--- src/design/first_fit_block_allocator_macros.svh ---
// Assertion helpers shared by the allocator RTL.
// Each macro expands to a labeled concurrent assertion on clk, gated by rst_n, unless ASSERT_OFF is defined.
`ifndef FIRST_FIT_BLOCK_ALLOCATOR_MACROS_SVH
`define FIRST_FIT_BLOCK_ALLOCATOR_MACROS_SVH
`ifndef ASSERT_OFF
// Same-cycle implication
`define FFBA_ASSERT_IMPL(lbl, ante, cons, msg) \
    lbl: assert property (@(posedge clk) disable iff (!rst_n) (ante) |-> (cons)) \
        else $error(msg);
// Next-cycle implication
`define FFBA_ASSERT_NEXT(lbl, ante, cons, msg) \
    lbl: assert property (@(posedge clk) disable iff (!rst_n) (ante) |=> (cons)) \
        else $error(msg);
`else
`define FFBA_ASSERT_IMPL(lbl, ante, cons, msg)
`define FFBA_ASSERT_NEXT(lbl, ante, cons, msg)
`endif
`endif

--- src/design/ffba_ram.sv ---
module ffba_ram #(
    parameter int WIDTH = 8,
    parameter int DEPTH = 64,
    localparam int AW   = $clog2(DEPTH)
) (
    input  logic             clk,
    input  logic             we,
    input  logic [AW-1:0]    waddr,
    input  logic [WIDTH-1:0] wdata,
    input  logic [AW-1:0]    raddr,
    output logic [WIDTH-1:0] rdata
);

    logic [WIDTH-1:0] mem [DEPTH];

    // Write port and registered read port
    always_ff @(posedge clk)
    begin
        if (we)
        begin
            mem[waddr] <= wdata;
        end
        rdata <= mem[raddr];
    end

endmodule

--- config.mk ---
export PLATFORM = sky130hd
export DESIGN_NAME = ffba_ram
export DESIGN_NICKNAME = d
export VERILOG_FILES = /design/src/design/first_fit_block_allocator_macros.svh /design/src/design/ffba_ram.sv
export SDC_FILE = /design/constraint.sdc
export NUM_CORES = 1
export LEC_CHECK = 0
export BUFFER_PORTS_ARGS = -buffer_cell sky130_fd_sc_hd__buf_2
export CELL_PAD_IN_SITES_DETAIL_PLACEMENT = 1
export CELL_PAD_IN_SITES_GLOBAL_PLACEMENT = 1
export CORE_ASPECT_RATIO = 0.75
export CORE_MARGIN = 4
export CORE_UTILIZATION = 43
export CTS_CLUSTER_DIAMETER = 200
export DETAILED_ROUTE_END_ITERATION = 7
export GPL_ROUTABILITY_DRIVEN = 0
export GPL_TIMING_DRIVEN = 0
export PLACE_DENSITY = 0.63
export SYNTH_ARGS = -nofsm -noshare
export SYNTH_HDL_FRONTEND = slang
export SYNTH_SLANG_ARGS = --single-unit
--- constraint.sdc ---
create_clock -name clk -period 3.9 [get_ports clk]
set_input_delay 0.39 -clock clk [delete_from_list [all_inputs] [get_ports clk]]
set_output_delay 0.39 -clock clk [all_outputs]
set_load 0.05 [all_outputs]
Yosys cells after proc, flatten, opt, wreduce, memory -nomap -nowiden
Memory sizes are Yosys's and may differ from the RTL's. A register that Yosys moved wholly into a read port is not among the register bits. Cells that the tools add are included.

Flip-flop bits (word level): 0. RAM bits: 512. Bits of input ports: 22. Output and inout bits: 8. Logic and storage cells: 3. Memories: 1.

Memory list: mem (depth 64, width 8, read ports 1, clocked after Yosys merged registers in 1, wr ports 1, RTL line ffba_ram.sv:14) `logic [WIDTH-1:0] mem [DEPTH];`.

Muxes and demuxes: 2.

Operator list (number): two-way mux 1 bit (2).

Depth between registers and ports, before layout
Gate-level depths: netlist of the first run.

Word-level depth: 2. Gate-level depth with buffers: 9. Gate-level depth less buffers: 5.

Worst setup path after synthesis of the first run
Ideal clock, no wire load.

Path type: input port to flip-flop. From: input port raddr[1]. To: register rdata[3], read port of mem. Setup time: 0.128 ns. Arrival: 1.930 ns. Data required time: 3.772 ns. Setup slack: 1.842 ns. Stages: 7. Path buffers: 3. Path through: buf_4 -> buf_2 -> buf_2 -> mux4_2 -> mux4_2 -> o21ai_1 -> o41ai_1.

RTL lines: start, declared (RTL line ffba_ram.sv:10) `input logic [AW-1:0] raddr,`; end, declared (RTL line ffba_ram.sv:11) `output logic [WIDTH-1:0] rdata`.

==> flow_summary.toml, run 1 <==
[run_status]
outcome = "finished, final reports clean"

[cts]
clock-sinks = 520
cts_buffer_depth = 3
cts.htree.levels = 2
cts_inserted_buffers = 50
cts.repair.resized = 0
clk_latency_ns = 0.57
clk_pin_slew_ns = 0.06
cts_setup_buffers = 0
root_buffer = "clkbuf_16"
cts.hold.buffers_added = 0
cts_tree = "yes"

[yosys]
yosysTopAreaCell = "edfxtp_1"
synth_area_per_cell_sq_um = 21.5
yosys_warnings = 0
postSynthCellCount = 940
ys_seq_area_share_pct = 77.0
synth.lib_cells_used.distinct = 40
async_reset_ff_share_pct = 0
synth_ff_type = "edfxtp_1"
ys_ff_latch = 520
synth_top_area_share_pct = 76.2
synth_edf_count = 512
synthTopCellsByArea = "edfxtp_1 (76%), mux4_2 (14%), nor2_1 (1.5%)"
syn_nets = 962
syn_area_sq_mm = 0.0202

[route]
dr.pass1.iters = 5
drc_errors = 0
vias_per_cell = 5.86
ant_nets = 0
wl_per_cell_um = 30.8
drt-total-wl_um = 51800
num_vias = 9851
drt_iter0_drc = 1170

[sta]
finalClockSkew_ns = 0.0161
hold_viol = 0
rsz0062_at_grt = "no"
finalSetupTns_ns = 0
timing.final.ws_setup_ns = 1.07
period_share_pct = 72.7
relSlewSlack_pct = 10.9
timing.fmax_mhz = 353
tightest_slew_ns = 1.34
finalMaxSlewViolations = 0
setup_viol = 0
period_needed_ns = 2.83

[place]
place_area_sq_mm = 0.0211
dp_cells = 1591
port_buffers = 21
hpwl_um = 33300
dp_slack_ns = 0.569

[die]
dieWidth_um = 258
ios = 30
die_h_um = 196
start_util_pct = 43.7
core-area_sq_mm = 0.0462
dieArea_sq_mm = 0.0505
rows = 68

[setup_path]
crit_type = "input pin to flop"
critPathTopFamily = "buffers and inverters"
crit_chain = "buf_4 > buf_2 > buf_1 > mux4_2 > mux2i_1 > nand3_1 > nand3_1 > o32ai_1"
cp-end-kind = "flop"
crit_path_top_delay_cell = "buf_1"
max_stage_delay_ns = 0.88
crit_top_cell = "nand3_1"
critical_path_peak_fanout = 10
critPathLaunchType = "input pin"
path_buf_inv = 3
required_ns = 4.29
crit_arrival_ns = 3.22

[layout]
final_area_sq_mm = 0.0227
layout-drive-gt1-share_pct = 25.7
nets = 1035
final-instance-count-excl-fill = 1681
area_growth_pct = 12.8
fin_util_pct = 49.2
n_antenna_cell = 0

[power]
irDropWorstVdd_uv = 410
leakagePower_uw = 0.00704
power.density_mw_per_mm2 = 521

[grt]
first_global_vias = 10100
grt_max_degree = 65
track_usage_pct = 20.6
antenna_found_initial = 1
grt_pass1_wl_um = 74400
grt-ovfl-total = 0

[job]
maxCapViolCount = 0

[hold_path]
holdCritPathClass = "input pin to flop"
where the power goes:
group / total [uW] / internal, uW / switching, uW
Clock: 4990 / 2910 / 2070
Sequential: 6200 / 6190 / 10.2
Combinational: 666 / 218 / 448
Total: 11800 / 9320 / 2530
Yosys cell counts, drive strengths merged (4+ instances only):
cell	instances
mux4	126
nor2	83
buf	34
a221oi	6
mux2	13
nand3	13
o21ai	4
nor2b	14
a211oi	4
mux2i	23
o22ai	8
clkbuf	17
nand2b	7
nand2	19
dfxtp	8
edfxtp	512
nor3	7
o221ai	8
cell usage in the layout, fill, tap and decap left out, drive strengths merged, types with 8 or more instances in the layout:
cell type and n:
nand2 19, clkbuf 71, o22ai 8, clkinv 27
edfxtp 512, mux2 13, o221ai 8, mux4 126
nand3 13, nor2 83, buf 55, mux2i 23
dfxtp 8, nor2b 14
logic make-up after synthesis:
group	count (synthesis)	share of synthesized area [%]
multiplexers	162	15.9
flip-flops	520	77.0
AO/OA/AOI/OAI	54	2.07
buffers and inverters	51	1.57
AND/OR/NAND/NOR	153	3.39
metal layers:
layer / part of all wire [%] / track usage, % / up-vias
li1: - / - / 4070
met1: 46 / 32.3 / 5335
met2: 44 / 29.7 / 376
met3: 8.1 / 5.17 / 70
met4: 1.8 / 4.02 / 0
met5: 0 / 0 / -
final timing paths:
path              startpoint  endpoint  slack (ns)  cells past startpoint
hold reg to reg    mem[3][7]  rdata[7]        0.97                      4
setup reg to reg   mem[3][3]  rdata[3]        1.37                      4
hold / removal      raddr[5]  rdata[5]        0.30                      2
setup / recovery    raddr[1]  rdata[6]        1.07                      8
registers in the layout, indices dropped and copies added, names as in the netlist:
register and cells:
mem 512, rdata 8
cell type report:
type	instances	area, sq um
multi-input cells	369	4330
repair buffers	21	105
well taps	630	788
clock inverters	36	348
flip-flops and latches	520	15500
fillers	4086	23500
clock buffers	54	1330
plain buffers	51	317
stage by stage:
| stage | power, uW | hold slack [ns] |
|---|---|---|
| 2_1_floorplan | 6680 | 0.489 |
| 3_3_place_gp | 6970 | 0.859 |
| 3_5_place_dp | 6990 | 0.860 |
| 4_1_cts | 11900 | 0.279 |
| 5_1_grt | 12200 | 0.292 |
| 6_report | 11800 | 0.301 |
(Power assumes the default switching activity.)
==> run 2, diff against run 1 <==
clock period = 2.8 ns   (was 3.9 ns; I/O delays follow)
==> flow_summary.toml, run 2 (same netlist as run 1, synthesis figures left out) <==
[run_status]
outcome = "finished, final reports clean"

[setup_path]
critPathLaunchType = "input pin"
crit_arrival_ns = 3.04
r2r-start = "mem[3][3]"
rr_worst_depth = 4
r2r-end = "rdata[3]"
cp-end-kind = "flop"
reg2reg_slack_ns = 0.23
required_ns = 3.20
crit_type = "input pin to flop"
critical_path_peak_fanout = 10

[job]
maxCapViolCount = 0

[route]
drc_errors = 0
dr.pass1.iters = 5
drt_iter0_drc = 1133
num_vias = 9856
vias_per_cell = 5.87
drt-total-wl_um = 51800
ant_nets = 0
wl_per_cell_um = 30.8

[sta]
period_share_pct = 94.3
tightest_slew_ns = 1.34
finalClockSkew_ns = 0.0184
rsz0062_at_grt = "no"
relSlewSlack_pct = 10.5
timing.fmax_mhz = 379
setup_viol = 0
finalMaxSlewViolations = 0
hold_viol = 0
period_needed_ns = 2.64

[hold_path]
min_from = "raddr[5]"
hold_end = "rdata[5]"
hold_depth = 2
holdCritPathClass = "input pin to flop"

[layout]
largest_reg_flops = 512
area_growth_pct = 12.8
final_cell_mix = "edfxtp_1 (512), mux4_2 (126), nor2_1 (83), clkbuf_16 (53), buf_2 (32)"
multi_input_area_sq_mm = 0.00433
top_register = "mem"
fillers = 4084
layout-drive-gt1-share_pct = 25.7
n_antenna_cell = 0
nets = 1034
regArea_sq_mm = 0.0155
fin_util_pct = 49.2
reg_top3 = "mem: 512 flops, rdata: 8 flops"
layout.cells.most_common = "edfxtp_1"

[die]
start_util_pct = 43.7
die_h_um = 196
dieWidth_um = 258
rows = 68
core-area_sq_mm = 0.0462
dieArea_sq_mm = 0.0505
ios = 30

[place]
port_buffers = 21
hpwl_um = 33300

[cts]
cts.hold.buffers_added = 0
clk_latency_ns = 0.58
root_buffer = "clkbuf_16"
cts_inserted_buffers = 50
cts.repair.resized = 0
clock-sinks = 520
clk_pin_slew_ns = 0.06
cts.htree.levels = 2
cts_setup_buffers = 0
cts_buffer_depth = 3
cts_tree = "yes"

[power]
irDropWorstVdd_uv = 572
power.density_mw_per_mm2 = 726
leakagePower_uw = 0.00704
fin_total_pwr_uw = 16500

[grt]
grt_max_degree = 65
grtUsageMet3_pct = 5.17
track_usage_pct = 20.6
antenna_found_initial = 1
grt-ovfl-total = 0
grt.met2_usage_pct = 29.7
first_global_vias = 10100
grt_busiest_layer = "met1"
met1_usage_pct = 32.3
grt_pass1_wl_um = 74400
-- run 2: cell types whose count changed in the layout (fill, tap and decap cells not counted), sizes merged --
cell and change:
buf -1
-- run 2: per-stage QoR --
step	worst slack (ns)	area, sq um	TNS, ns	cells	hold slack [ns]
after floorplan	0.852	20200	0	940	0.379
after global placement	-0.411	21100	-2.01	1591	0.749
after detailed placement	-0.421	21100	-2.34	1591	0.750
after CTS	0.174	22700	0	1681	0.169
after global routing	0.0725	22700	0	1680	0.182
final	0.159	22700	0	1680	0.189
-- run 2: critical path: stages --
cell and delay, ns:
buf_4 0.16, buf_2 0.35, buf_4 0.37, buf_2 0.39, nor2_1 0.11, nor4_1 0.54
nor3_1 0.14, o32ai_1 0.69
-- run 2: area by class of cell --
class / count / area share, %
buffer: 50 / 1.38
timing repair buffer: 21 / 0.462
clock inverter: 36 / 1.53
multi-input combinational: 369 / 19.0
sequential: 520 / 68.3
tap: 630 / 3.47
clock buffer: 54 / 5.85
-- run 2: worst max-delay path by stage --
stage	from	end	slack (ns)	cells after the start
finish	raddr[1]	rdata[6]	0.16	8
global route	raddr[1]	rdata[6]	0.07	8
CTS	raddr[1]	rdata[4]	0.17	8
detailed placement	raddr[1]	rdata[4]	-0.42	8
global placement	raddr[1]	rdata[4]	-0.41	8
floorplan	raddr[1]	rdata[3]	0.85	7
-- run 2: power by group --
group	switching, uW	total (uW)	internal (uW)
Combinational	622	926	303
Clock	2890	6940	4060
Sequential	14.2	8630	8620
-- run 2: routing by layer --
metal	vias to the layer above	wire (um)
li1	4074	-
met1	5341	23500
met2	376	22800
met3	65	4510
met4	0	897
met5	-	0
